`src/design/rje_pkg.sv`:
```
// Shared constants, types and helpers for the RTT jitter estimator.
// No dependencies; imported by the top level and by the port checker.
package rje_pkg;

    // Time base: microseconds with FRAC_BITS fraction bits kept in state
    localparam int TIME_BITS  = 24;
    localparam int FRAC_BITS  = 8;

    // Field widths
    localparam int SAMPLE_W   = 24;
    localparam int TIME_W     = 24;
    localparam int GAIN_W     = 9;
    localparam int MULT_W     = 4;
    localparam int SAFETY_W   = 12;
    localparam int GAIN_FRAC  = 8;
    localparam int CFG_IDX_W  = 3;
    localparam int CFG_DATA_W = 24;

    // Stream payload widths
    localparam int IN_DATA_W  = 24;
    localparam int IN_USER_W  = 1;
    localparam int OUT_DATA_W = 2 * TIME_W;
    localparam int OUT_USER_W = 3;

    // Non-negative samples only, so the estimate never needs the sign bit
    localparam int STATE_W    = SAMPLE_W - 1 + FRAC_BITS;
    localparam int UPD_W      = STATE_W + GAIN_W;
    localparam int TO_SUM_W   = STATE_W + MULT_W;
    localparam int IP_SUM_W   = STATE_W + SAFETY_W + 1;
    localparam int TO_RAW_W   = TO_SUM_W - FRAC_BITS;
    localparam int IP_RAW_W   = IP_SUM_W - FRAC_BITS - GAIN_FRAC;

    localparam logic [GAIN_W-1:0] GAIN_ONE = GAIN_W'(1 << GAIN_FRAC);

    // Saturation limit of both result times
    localparam logic [TIME_W-1:0] TIME_LIMIT = (TIME_BITS < TIME_W)
        ? TIME_W'((64'd1 << TIME_BITS) - 64'd1)
        : {TIME_W{1'b1}};

    // Register reset values
    localparam logic [TIME_W-1:0]   MIN_TIMEOUT_RST = TIME_W'(200000);
    localparam logic [TIME_W-1:0]   MAX_TIMEOUT_RST = {TIME_W{1'b1}};
    localparam logic [GAIN_W-1:0]   ALPHA_RST       = GAIN_W'(32);
    localparam logic [GAIN_W-1:0]   BETA_RST        = GAIN_W'(64);
    localparam logic [MULT_W-1:0]   MULT_RST        = MULT_W'(4);
    localparam logic [SAFETY_W-1:0] SAFETY_RST      = SAFETY_W'(256);

    typedef enum logic [0:0] {
        OP_SAMPLE = 1'b0,
        OP_CLEAR  = 1'b1
    } opcode_t;

    typedef enum logic [1:0] {
        ST_SEEDED   = 2'd0,
        ST_UPDATED  = 2'd1,
        ST_REJECTED = 2'd2,
        ST_CLEARED  = 2'd3
    } status_t;

    typedef enum logic [CFG_IDX_W-1:0] {
        REG_MIN_TIMEOUT = 3'd0,
        REG_MAX_TIMEOUT = 3'd1,
        REG_ALPHA       = 3'd2,
        REG_BETA        = 3'd3,
        REG_VAR_MULT    = 3'd4,
        REG_SAFETY      = 3'd5
    } cfg_reg_t;

    // Gains above one count as one
    function automatic logic [GAIN_W-1:0] gain_sat(input logic [GAIN_W-1:0] g);
        gain_sat = (g > GAIN_ONE) ? GAIN_ONE : g;
    endfunction

endpackage

```
`src/design/rtt_jitter_estimator_top.sv`:
```
// RTT jitter estimator top level: smoothed RTT / variation update and
// timeout / interpolation delay results. Depends on rje_pkg.
//
// Usage:
//   Input stream (s_*): one transfer per item. s_tuser holds the opcode
//   (sample or clear), s_tdata the signed round-trip sample in microseconds.
//   Output stream (m_*): exactly one result transfer per input transfer, in
//   order: status and has_estimate in m_tuser, timeout and interpolation
//   delay in m_tdata.
//   Config port (cfg_*): register index plus data, always ready; write only
//   while no item is in flight.
// Pipeline and throughput:
//   A result passes the input register, estimate update (gain multiplies),
//   result multiplies and clamp into the output register before m_tvalid.
//   One item per cycle is sustained while m_tready stays high.
// Reset: rst_n clears the estimate, empties the pipeline and reloads the
//   config registers with their defaults.
// Stall:
//   Each stage has its own valid bit; while m_tready is low, empty stages
//   keep filling, and s_tready drops only once all four stages are full.
module rtt_jitter_estimator_top
    import rje_pkg::*;
(
    input  logic                  clk,
    input  logic                  rst_n,

    input  logic                  s_tvalid,
    output logic                  s_tready,
    input  logic [IN_DATA_W-1:0]  s_tdata,   // [23:0] sample_us
    input  logic [IN_USER_W-1:0]  s_tuser,   // [0] opcode

    output logic                  m_tvalid,
    input  logic                  m_tready,
    output logic [OUT_DATA_W-1:0] m_tdata,   // [23:0] timeout_us, [47:24] interp_delay_us
    output logic [OUT_USER_W-1:0] m_tuser,   // [1:0] status, [2] has_estimate

    input  logic                  cfg_valid,
    output logic                  cfg_ready,
    input  logic [CFG_IDX_W-1:0]  cfg_index,
    input  logic [CFG_DATA_W-1:0] cfg_data
);

    // ---------------- configuration registers ----------------
    logic [TIME_W-1:0]   min_timeout_reg;
    logic [TIME_W-1:0]   max_timeout_reg;
    logic [GAIN_W-1:0]   alpha_reg;
    logic [GAIN_W-1:0]   beta_reg;
    logic [MULT_W-1:0]   var_mult_reg;
    logic [SAFETY_W-1:0] safety_reg;

    assign cfg_ready = 1'b1;

    always_ff @(posedge clk or negedge rst_n)
    begin
        if (!rst_n)
        begin
            min_timeout_reg <= MIN_TIMEOUT_RST;
            max_timeout_reg <= MAX_TIMEOUT_RST;
            alpha_reg       <= ALPHA_RST;
            beta_reg        <= BETA_RST;
            var_mult_reg    <= MULT_RST;
            safety_reg      <= SAFETY_RST;
        end
        else if (cfg_valid && cfg_ready)
        begin
            case (cfg_reg_t'(cfg_index))
                REG_MIN_TIMEOUT: min_timeout_reg <= cfg_data[TIME_W-1:0];
                REG_MAX_TIMEOUT: max_timeout_reg <= cfg_data[TIME_W-1:0];
                REG_ALPHA:       alpha_reg       <= cfg_data[GAIN_W-1:0];
                REG_BETA:        beta_reg        <= cfg_data[GAIN_W-1:0];
                REG_VAR_MULT:    var_mult_reg    <= cfg_data[MULT_W-1:0];
                REG_SAFETY:      safety_reg      <= cfg_data[SAFETY_W-1:0];
                default:         ; // unmapped index, write dropped
            endcase
        end
    end

    // ---------------- pipeline flow control ----------------
    logic in_valid_reg;
    logic upd_valid_reg;
    logic res_valid_reg;
    logic out_valid_reg;

    logic out_ready;
    logic res_ready;
    logic upd_ready;
    logic in_ready;

    assign out_ready = !out_valid_reg || m_tready;
    assign res_ready = !res_valid_reg || out_ready;
    assign upd_ready = !upd_valid_reg || res_ready;
    assign in_ready  = !in_valid_reg  || upd_ready;
    assign s_tready  = in_ready;

    // ---------------- stage 1: input register ----------------
    logic                       op_reg;
    logic signed [SAMPLE_W-1:0] sample_reg;

    always_ff @(posedge clk or negedge rst_n)
    begin
        if (!rst_n)
        begin
            in_valid_reg <= 1'b0;
        end
        else if (in_ready)
        begin
            in_valid_reg <= s_tvalid;
        end
    end

    always_ff @(posedge clk)
    begin
        if (in_ready && s_tvalid)
        begin
            op_reg     <= s_tuser[0];
            sample_reg <= s_tdata[SAMPLE_W-1:0];
        end
    end

    // ---------------- stage 2: estimate update ----------------
    logic [STATE_W-1:0] srtt_reg;
    logic [STATE_W-1:0] rttvar_reg;
    logic               est_valid_reg;

    logic [STATE_W-1:0] srtt_next;
    logic [STATE_W-1:0] rttvar_next;
    logic               est_valid_next;
    status_t            status_next;

    logic [STATE_W-1:0] sample_fx;
    logic [STATE_W-1:0] err;
    logic [GAIN_W-1:0]  alpha_eff;
    logic [GAIN_W-1:0]  beta_eff;
    logic [UPD_W-1:0]   srtt_sum;
    logic [UPD_W-1:0]   rttvar_sum;

    always_comb
    begin
        sample_fx = STATE_W'(sample_reg[SAMPLE_W-2:0]) << FRAC_BITS;
        err       = (srtt_reg >= sample_fx) ? (srtt_reg - sample_fx)
                                            : (sample_fx - srtt_reg);
        alpha_eff = gain_sat(alpha_reg);
        beta_eff  = gain_sat(beta_reg);
        // Variation uses the old srtt; both blends truncate
        rttvar_sum = UPD_W'(GAIN_ONE - beta_eff) * UPD_W'(rttvar_reg)
                   + UPD_W'(beta_eff) * UPD_W'(err);
        srtt_sum   = UPD_W'(GAIN_ONE - alpha_eff) * UPD_W'(srtt_reg)
                   + UPD_W'(alpha_eff) * UPD_W'(sample_fx);

        srtt_next      = srtt_reg;
        rttvar_next    = rttvar_reg;
        est_valid_next = est_valid_reg;
        status_next    = ST_REJECTED;
        case (opcode_t'(op_reg))
            OP_CLEAR:
            begin
                srtt_next      = '0;
                rttvar_next    = '0;
                est_valid_next = 1'b0;
                status_next    = ST_CLEARED;
            end
            OP_SAMPLE:
            begin
                if (sample_reg[SAMPLE_W-1])
                begin
                    status_next = ST_REJECTED;
                end
                else if (!est_valid_reg)
                begin
                    srtt_next      = sample_fx;
                    rttvar_next    = sample_fx >> 1;
                    est_valid_next = 1'b1;
                    status_next    = ST_SEEDED;
                end
                else
                begin
                    srtt_next   = srtt_sum[GAIN_FRAC +: STATE_W];
                    rttvar_next = rttvar_sum[GAIN_FRAC +: STATE_W];
                    status_next = ST_UPDATED;
                end
            end
            default:
            begin
                status_next = ST_REJECTED;
            end
        endcase
    end

    // Snapshot of the post-item estimate travels with the item
    logic [STATE_W-1:0] upd_srtt_reg;
    logic [STATE_W-1:0] upd_rttvar_reg;
    logic               upd_est_reg;
    status_t            upd_status_reg;

    always_ff @(posedge clk or negedge rst_n)
    begin
        if (!rst_n)
        begin
            upd_valid_reg <= 1'b0;
            srtt_reg      <= '0;
            rttvar_reg    <= '0;
            est_valid_reg <= 1'b0;
        end
        else if (upd_ready)
        begin
            upd_valid_reg <= in_valid_reg;
            if (in_valid_reg)
            begin
                srtt_reg      <= srtt_next;
                rttvar_reg    <= rttvar_next;
                est_valid_reg <= est_valid_next;
            end
        end
    end

    always_ff @(posedge clk)
    begin
        if (upd_ready && in_valid_reg)
        begin
            upd_srtt_reg   <= srtt_next;
            upd_rttvar_reg <= rttvar_next;
            upd_est_reg    <= est_valid_next;
            upd_status_reg <= status_next;
        end
    end

    // ---------------- stage 3: result products ----------------
    logic [TO_SUM_W-1:0] to_sum;
    logic [IP_SUM_W-1:0] ip_sum;

    always_comb
    begin
        to_sum = TO_SUM_W'(upd_srtt_reg)
               + TO_SUM_W'(var_mult_reg) * TO_SUM_W'(upd_rttvar_reg);
        // srtt/2 brought to the Q(FRAC+8) scale of safety*var
        ip_sum = (IP_SUM_W'(upd_srtt_reg) << (GAIN_FRAC - 1))
               + IP_SUM_W'(safety_reg) * IP_SUM_W'(upd_rttvar_reg);
    end

    logic [TO_RAW_W-1:0] res_to_reg;
    logic [IP_RAW_W-1:0] res_ip_reg;
    logic                res_est_reg;
    status_t             res_status_reg;

    always_ff @(posedge clk or negedge rst_n)
    begin
        if (!rst_n)
        begin
            res_valid_reg <= 1'b0;
        end
        else if (res_ready)
        begin
            res_valid_reg <= upd_valid_reg;
        end
    end

    always_ff @(posedge clk)
    begin
        if (res_ready && upd_valid_reg)
        begin
            res_to_reg     <= to_sum[FRAC_BITS +: TO_RAW_W];
            res_ip_reg     <= ip_sum[(FRAC_BITS + GAIN_FRAC) +: IP_RAW_W];
            res_est_reg    <= upd_est_reg;
            res_status_reg <= upd_status_reg;
        end
    end

    // ---------------- stage 4: clamp into output register ----------------
    logic [TO_RAW_W-1:0] to_floor;
    logic [TO_RAW_W-1:0] to_ceil;
    logic [TIME_W-1:0]   timeout_next;
    logic [TIME_W-1:0]   interp_next;

    always_comb
    begin
        // floor first, then ceiling, so max wins when min > max
        to_floor = (res_to_reg < TO_RAW_W'(min_timeout_reg))
                 ? TO_RAW_W'(min_timeout_reg) : res_to_reg;
        to_ceil  = (to_floor > TO_RAW_W'(max_timeout_reg))
                 ? TO_RAW_W'(max_timeout_reg) : to_floor;
        if (!res_est_reg)
        begin
            timeout_next = min_timeout_reg;
            interp_next  = '0;
        end
        else
        begin
            timeout_next = (to_ceil > TO_RAW_W'(TIME_LIMIT))
                         ? TIME_LIMIT : to_ceil[TIME_W-1:0];
            interp_next  = (res_ip_reg > IP_RAW_W'(TIME_LIMIT))
                         ? TIME_LIMIT : res_ip_reg[TIME_W-1:0];
        end
    end

    logic [TIME_W-1:0] out_timeout_reg;
    logic [TIME_W-1:0] out_interp_reg;
    logic              out_est_reg;
    status_t           out_status_reg;

    always_ff @(posedge clk or negedge rst_n)
    begin
        if (!rst_n)
        begin
            out_valid_reg <= 1'b0;
        end
        else if (out_ready)
        begin
            out_valid_reg <= res_valid_reg;
        end
    end

    always_ff @(posedge clk)
    begin
        if (out_ready && res_valid_reg)
        begin
            out_timeout_reg <= timeout_next;
            out_interp_reg  <= interp_next;
            out_est_reg     <= res_est_reg;
            out_status_reg  <= res_status_reg;
        end
    end

    assign m_tvalid = out_valid_reg;
    assign m_tdata  = {out_interp_reg, out_timeout_reg};
    assign m_tuser  = {out_est_reg, out_status_reg};

endmodule

```
`config.mk`:
```
export PLATFORM = sky130hd
export DESIGN_NAME = rtt_jitter_estimator_top
export DESIGN_NICKNAME = d
export VERILOG_FILES = /design/src/design/rje_pkg.sv /design/src/design/rtt_jitter_estimator_top.sv
export SDC_FILE = /design/constraint.sdc
export NUM_CORES = 2
export LEC_CHECK = 0
export BUFFER_PORTS_ARGS = -buffer_cell sky130_fd_sc_hd__buf_2
export CORE_MARGIN = 1.5
export CORE_UTILIZATION = 50
export CTS_CLUSTER_DIAMETER = 60
export DETAILED_ROUTE_END_ITERATION = 8
export PLACE_DENSITY_LB_ADDON = 0.08
export SYNTH_ARGS = -nofsm -noshare
export SYNTH_HDL_FRONTEND = slang
export SYNTH_SLANG_ARGS = --single-unit
```
`constraint.sdc`:
```
create_clock -name clk -period 23.1 [get_ports clk]
set_input_delay 2.31 -clock clk [delete_from_list [all_inputs] [get_ports clk]]
set_output_delay 2.31 -clock clk [all_outputs]
set_load 0.05 [all_outputs]
```
**Word-level counts from Yosys, hierarchy flattened**

Cells that the tools add are included.

- Bits of input ports: 57
- Register bits after elaboration: 348

- Order comparisons: 7
- Equality and inequality tests: 5
- $mul: 6
- Reduce and logical (&&, ||, !) cells: 20
- Muxes and demuxes: 19
- Add/subtract/negate cells: 8
- Bitwise operators: 1

Operators with widths:

| cell | count |
|---|---|
| $mux W31 | 5 |
| $pmux W31 S2 | 2 |
| $add A39 B39 Y39 | 2 |
| $mul A10 B32 Y39 | 2 |
| $mux W24 | 3 |
| $sub A31 B31 Y31 | 2 |
| $mux W27 | 2 |
| $add A38 B43 Y44 | 1 |
| $mul A12 B31 Y43 | 1 |
| $mul A9 B31 Y39 | 1 |
| $add A31 B35 Y35 | 1 |
| $mul A4 B31 Y35 | 1 |
| $ge A31 B31 Y1 | 1 |
| $mul A9 B23 Y31 | 1 |
| $gt A28 B24 Y1 const B | 1 |
| $gt A27 B24 Y1 | 1 |
| $gt A27 B24 Y1 const B | 1 |
| $lt A27 B24 Y1 | 1 |
| $sub A9 B9 Y10 const A | 2 |
| $gt A9 B9 Y1 const B | 2 |
| $mux W9 | 2 |
| $reduce_and A2 Y1 | 7 |
| $eq A3 B2 Y1 const B | 2 |
| $eq A3 B3 Y1 const B | 2 |
| other kinds (10) | 20 |

**Depth between registers and ports, before layout**

- Depth in word-level cells: 8
- Depth in mapped cells: 41
- Mapped depth without buffers: 38

**Least setup slack after synthesis**

No wires, ideal clock.

- Path type: reg2reg
- Start: register sample_reg[19]
- End: register rttvar_reg[23]
- Stages on the path, launching flop included: 38
- Arrival: 9.230 ns
- Setup time: 0.125 ns
- Path buffers: 5
- Slack: 13.746 ns
- Cells stage by stage: edfxtp_1 -> clkbuf_1 -> inv_1 -> ha_1 -> clkbuf_1 -> nand3_1 -> or3_1 -> or4_4 -> nand3_2 -> buf_8 -> buf_6 -> buf_4 -> a21oi_1 -> xor2_1 -> nand2_1 -> fa_1 -> inv_1 -> fa_1 -> (+2 left out) -> fa_1 -> fa_1 -> inv_1 -> fa_1 -> inv_1 -> fa_1 -> inv_1 -> ha_1 -> inv_1 -> o211ai_1 -> a21o_1 -> a21oi_1 -> a21oi_1 -> a31o_2 -> a311o_1 -> a311o_1 -> o211a_1 -> mux2_2

- Longest elaborated chain between the ends: 7
- Elaborated cells on any way between the ends: 9
- Those cells by class: add/sub: 3; mul: 1; order compare: 1; mux: 4

RTL lines:

| what | line | text |
|---|---|---|
| start, declared | rtt_jitter_estimator_top.sv:97 | `logic signed [SAMPLE_W-1:0] sample_reg;` |
| start signal, assigned | rtt_jitter_estimator_top.sv:116 | `sample_reg <= s_tdata[SAMPLE_W-1:0];` |
| $sub A31 B31 Y31 (tied with other cells) | rtt_jitter_estimator_top.sv:141 | `: (sample_fx - srtt_reg);` |
| $mux W31 * | rtt_jitter_estimator_top.sv:140 | `err = (srtt_reg >= sample_fx) ? (srtt_reg - sample_fx)` |
| $mul A9 B31 Y39 * | rtt_jitter_estimator_top.sv:146 | `+ UPD_W'(beta_eff) * UPD_W'(err);` |
| $add A39 B39 Y39 * | rtt_jitter_estimator_top.sv:146 |  |
| $mux W31 * | rtt_jitter_estimator_top.sv:168 | `else if (!est_valid_reg)` |
| $mux W31 * | rtt_jitter_estimator_top.sv:164 | `if (sample_reg[SAMPLE_W-1])` |
| $pmux W31 S2 * | rtt_jitter_estimator_top.sv:154 | `case (opcode_t'(op_reg))` |
| net rttvar_next[23] | rtt_jitter_estimator_top.sv:126 | `logic [STATE_W-1:0] rttvar_next;` |
| end signal, assigned | rtt_jitter_estimator_top.sv:210 | `rttvar_reg <= rttvar_next;` |
| end, declared | rtt_jitter_estimator_top.sv:122 | `logic [STATE_W-1:0] rttvar_reg;` |

Mark *: on every way through the listed nets, which the timed path passes. The rest lies on a longest branch.
A chain may end at the register's enable or synchronous reset.

**Worst setup path after layout**

- Start: register sample_reg[17]
- End: register rttvar_reg[23]

Same word-level chain as after synthesis.

==> summary.md <==
| Metric | Value |
|---|---|
| Status | `finished, final reports clean` |
| Commonest non-fill, non-tap cell in the layout | `inv_1` |
| Synth Area in XOR/XNOR | `2.413%` |
| Syn-to-layout area delta | `6.447%` |
| Mean post-synth cell area | `9.216 sq um` |
| CTS H-Tree Depth | `2` |
| CTS tree | `built` |
| IO buf count | `109` |
| Final Hold Vio Count | `0` |
| Die Wd | `368.2 microns` |
| Die H | `368.2 microns` |
| CTS Root Cell | `clkbuf_16` |
| Post-route DRC | `0` |
| Largest net degree at the start of global routing | `81` |
| Total vias in the final route | `49400` |
| Complex-gate fraction of the synthesized area | `7.764%` |
| Async SR Flop Fraction | `42.82%` |
| Final setup violation count | `0` |
| Core Region | `0.1320 sq mm` |
| Startpoint type of the worst setup path | `register` |
| Drt total wl | `197000 microns` |
| Final net count | `9044` |
| Final ANT Viol Nets | `0` |
| Clock skew | `0.04910 ns` |
| Gpl congestion | `0.9563` |
| Tcrit/Tclk final | `47.25%` |
| Worst hold path type | `register to register` |
| Post-DR vias/cell | `5.491` |
| Hold Path Cell Cnt | `0` |
| Post-Synth Adder-Cell Area | `48.53%` |
| Syn Std Cell Area | `0.06669 sq mm` |
| Worst-margin pin slew | `1.155 ns` |
| Total grt overflow | `0` |
| Seq/Total Area, Yosys | `14.62%` |
| Minimum clock period | `10.92 ns` |
| Row count | `133` |
| Reg2Reg Setup Slack | `12.18 ns` |
| Most frequent cells in the layout | `1417 x inv_1, 1319 x fa_1, 1245 x nand2_1, 476 x ha_1, 455 x and2_1` |
| RSZ-0062 raised after global routing | `no` |
| Synth Area in Simple Gates | `15.50%` |
| Crit. End Element | `register` |
| Gr usage total | `30.10%` |
| Synth Instances | `7236` |
| Ys flop type | `edfxtp_1` |
| DR WL/cell | `21.90 microns` |
| Max-slew violation count | `0` |
| CTS Buf Count | `52` |
| Critical hold path startpoint | `upd_status_reg[0]` |
| Worst flop-to-flop path endpoint | `rttvar_reg[23]` |
| IO Pins | `111` |
| Max Cap Viol | `0` |
| Reg2Reg Depth | `33` |
| Initial Utilization | `50.54%` |
| EDFF count, synth | `199` |
| Yosys cell types | `90` |
| Clock Latency Late Sink | `0.68 ns` |
| Setup TNS Final | `0 ns` |
| Crit path max fanout | `33` |
| Ys Warns | `0` |
| Initial DRC Count | `3383` |
| CTS clock-pin slew for the worst setup and hold paths | `0.06 ns` |
| R2r startpoint | `sample_reg[17]` |
| Dpl hpwl | `158800 microns` |
| Detailed Routing Iterations Pass 1 | `8` |
| Worst path max stage delay | `0.69 ns` |
| Antenna violations before repair | `9` |
| Fillers | `12230` |
| Die ar. | `0.1356 sq mm` |
| Fmax | `0.09162 GHz` |
| FF+latch count, synth | `348` |
| Relative slew slack | `22.38%` |
| Mux cell area share after synthesis | `1.030%` |
| Hold Path End | `res_status_reg[0]` |
| CP Data Arrival Time | `11.44 ns` |
| Clk sinks | `348` |
| CP required | `23.63 ns` |
| Setup Crit Path Kind | `register to register` |
| Max clock buf depth | `3` |
| Slowest stage cell, crit path | `xor2_1` |
| Largest family of logic cells by synthesized area | `adder cells` |
| # Post-CTS Setup Buffers | `0` |
| First-pass GRT wire length | `310400 microns` |
| CTS Hold Bufs | `0` |
| Share of layout cells above drive strength 1 | `6.357%` |
| CTS resizes | `0` |
| Vias in the first global route | `52920` |
-- per-stage QoR --
stage                     setup slack, ns  util (%)  cells  instance area, sq um  hold slack (ns)
final                               12.18     53.79   8997                 70990           0.4218
after global routing                11.65     53.78   8991                 70970           0.4277
after CTS                           12.25     53.78   8991                 70970           0.4190
after detailed placement            12.25     52.41   8893                 69170           0.4066
after global placement              12.31     52.41   8893                 69170           0.4069
after floorplan                     13.75         -   7295                 66910           0.4003
-- area by class of cell --
| cell class | count | area (sq um) | area share [%] |
|---|---|---|---|
| clock inverter | 36 | 467.9 | 0.6592 |
| tap | 1755 | 2196 | 3.093 |
| inverter | 1423 | 5344 | 7.528 |
| sequential | 348 | 9748 | 13.73 |
| timing repair buffer | 209 | 1303 | 1.835 |
| multi-input combinational | 5158 | 50580 | 71.25 |
| clock buffer | 62 | 1339 | 1.886 |
| antenna | 6 | 15.01 | 0.02115 |
-- how the worst max path moves through the flow --
stage | from | endpoint | slack, ns | cells past startpoint
2_1_floorplan | sample_reg[19] | rttvar_reg[23] | 13.75 | 37
3_3_place_gp | sample_reg[17] | rttvar_reg[23] | 12.31 | 32
3_5_place_dp | sample_reg[17] | rttvar_reg[23] | 12.25 | 33
4_1_cts | sample_reg[17] | rttvar_reg[23] | 12.25 | 33
5_1_grt | sample_reg[17] | rttvar_reg[23] | 11.65 | 33
6_report | sample_reg[17] | rttvar_reg[23] | 12.18 | 33
-- cells by family (layout without fill, tap and decap cells) --
group / Yosys count / in the layout
adders and majority gates: 1795 / 1795
and+or+nand+nor: 2271 / 2271
muxes: 62 / 62
AOI/OAI and AO/OA: 799 / 799
other: 2 / 67
buffers and inverters: 1789 / 1730
xor gates and xnor gates: 170 / 170
DFF: 348 / 348
-- critical path, delay by kind of cell (launching register included) --
family | cells | cell delay (ns)
simple gates | 5 | 1.58
fa+ha+maj | 9 | 4.29
flops | 1 | 0.67
xor+xnor | 1 | 0.69
compound gates | 9 | 2.37
buf+inv | 8 | 0.89
mux | 1 | 0.26
-- cell usage after synthesis (7+ instances only) --
cell       number  share of area, %
inv_1        1417               8.0
o211ai_1       12              0.14
xnor2_1       107               1.4
buf_1          12             0.068
nand4_1        27              0.25
dfstp_2        34               1.3
a211o_1         9              0.12
nor3_1         53              0.40
mux2_2         50              0.84
fa_1         1319                40
o21ai_0       189               1.4
edfxtp_1      199               9.0
or3_1           7             0.066
a31oi_1        19              0.18
xnor2_2        10              0.24
o31a_1          8              0.11
and4_1          9              0.12
ha_1          476               8.9
dfrtp_1       115               4.3
clkbuf_1      345               1.9
o22ai_1         7             0.066
nand3_1        67              0.50
and3_1         15              0.14
o31ai_1        14              0.16
xor2_1         47              0.62
a22oi_1        11              0.12
nand2b_1       33              0.31
nor2b_1        40              0.38
a21o_1         86              0.97
a211oi_1       43              0.48
or2_2           9             0.084
a2111oi_0       7             0.092
and2_1        456               4.3
a31o_2         10              0.13
a21oi_1       207               1.6
nor4_1         11              0.10
o21bai_1       20              0.23
mux2i_1        11              0.17
a221oi_1       11              0.14
nor2_1        276               1.6
nand2_1      1245               7.0
o221ai_1       26              0.34
o21a_1         64              0.72
a21boi_0        8             0.090
-- layer usage --
layer / track usage (%) / wire length [microns] / vias to the layer above
met5: 0 / 0 / -
met4: 12.42 / 9396 / 0
met3: 3.455 / 10890 / 352
met2: 52.06 / 97300 / 1448
met1: 38.33 / 79410 / 25600
li1: - / - / 22000
Power is not shown: default switching activity piles up to over one toggle a cycle in this logic, so the estimate is an artifact.
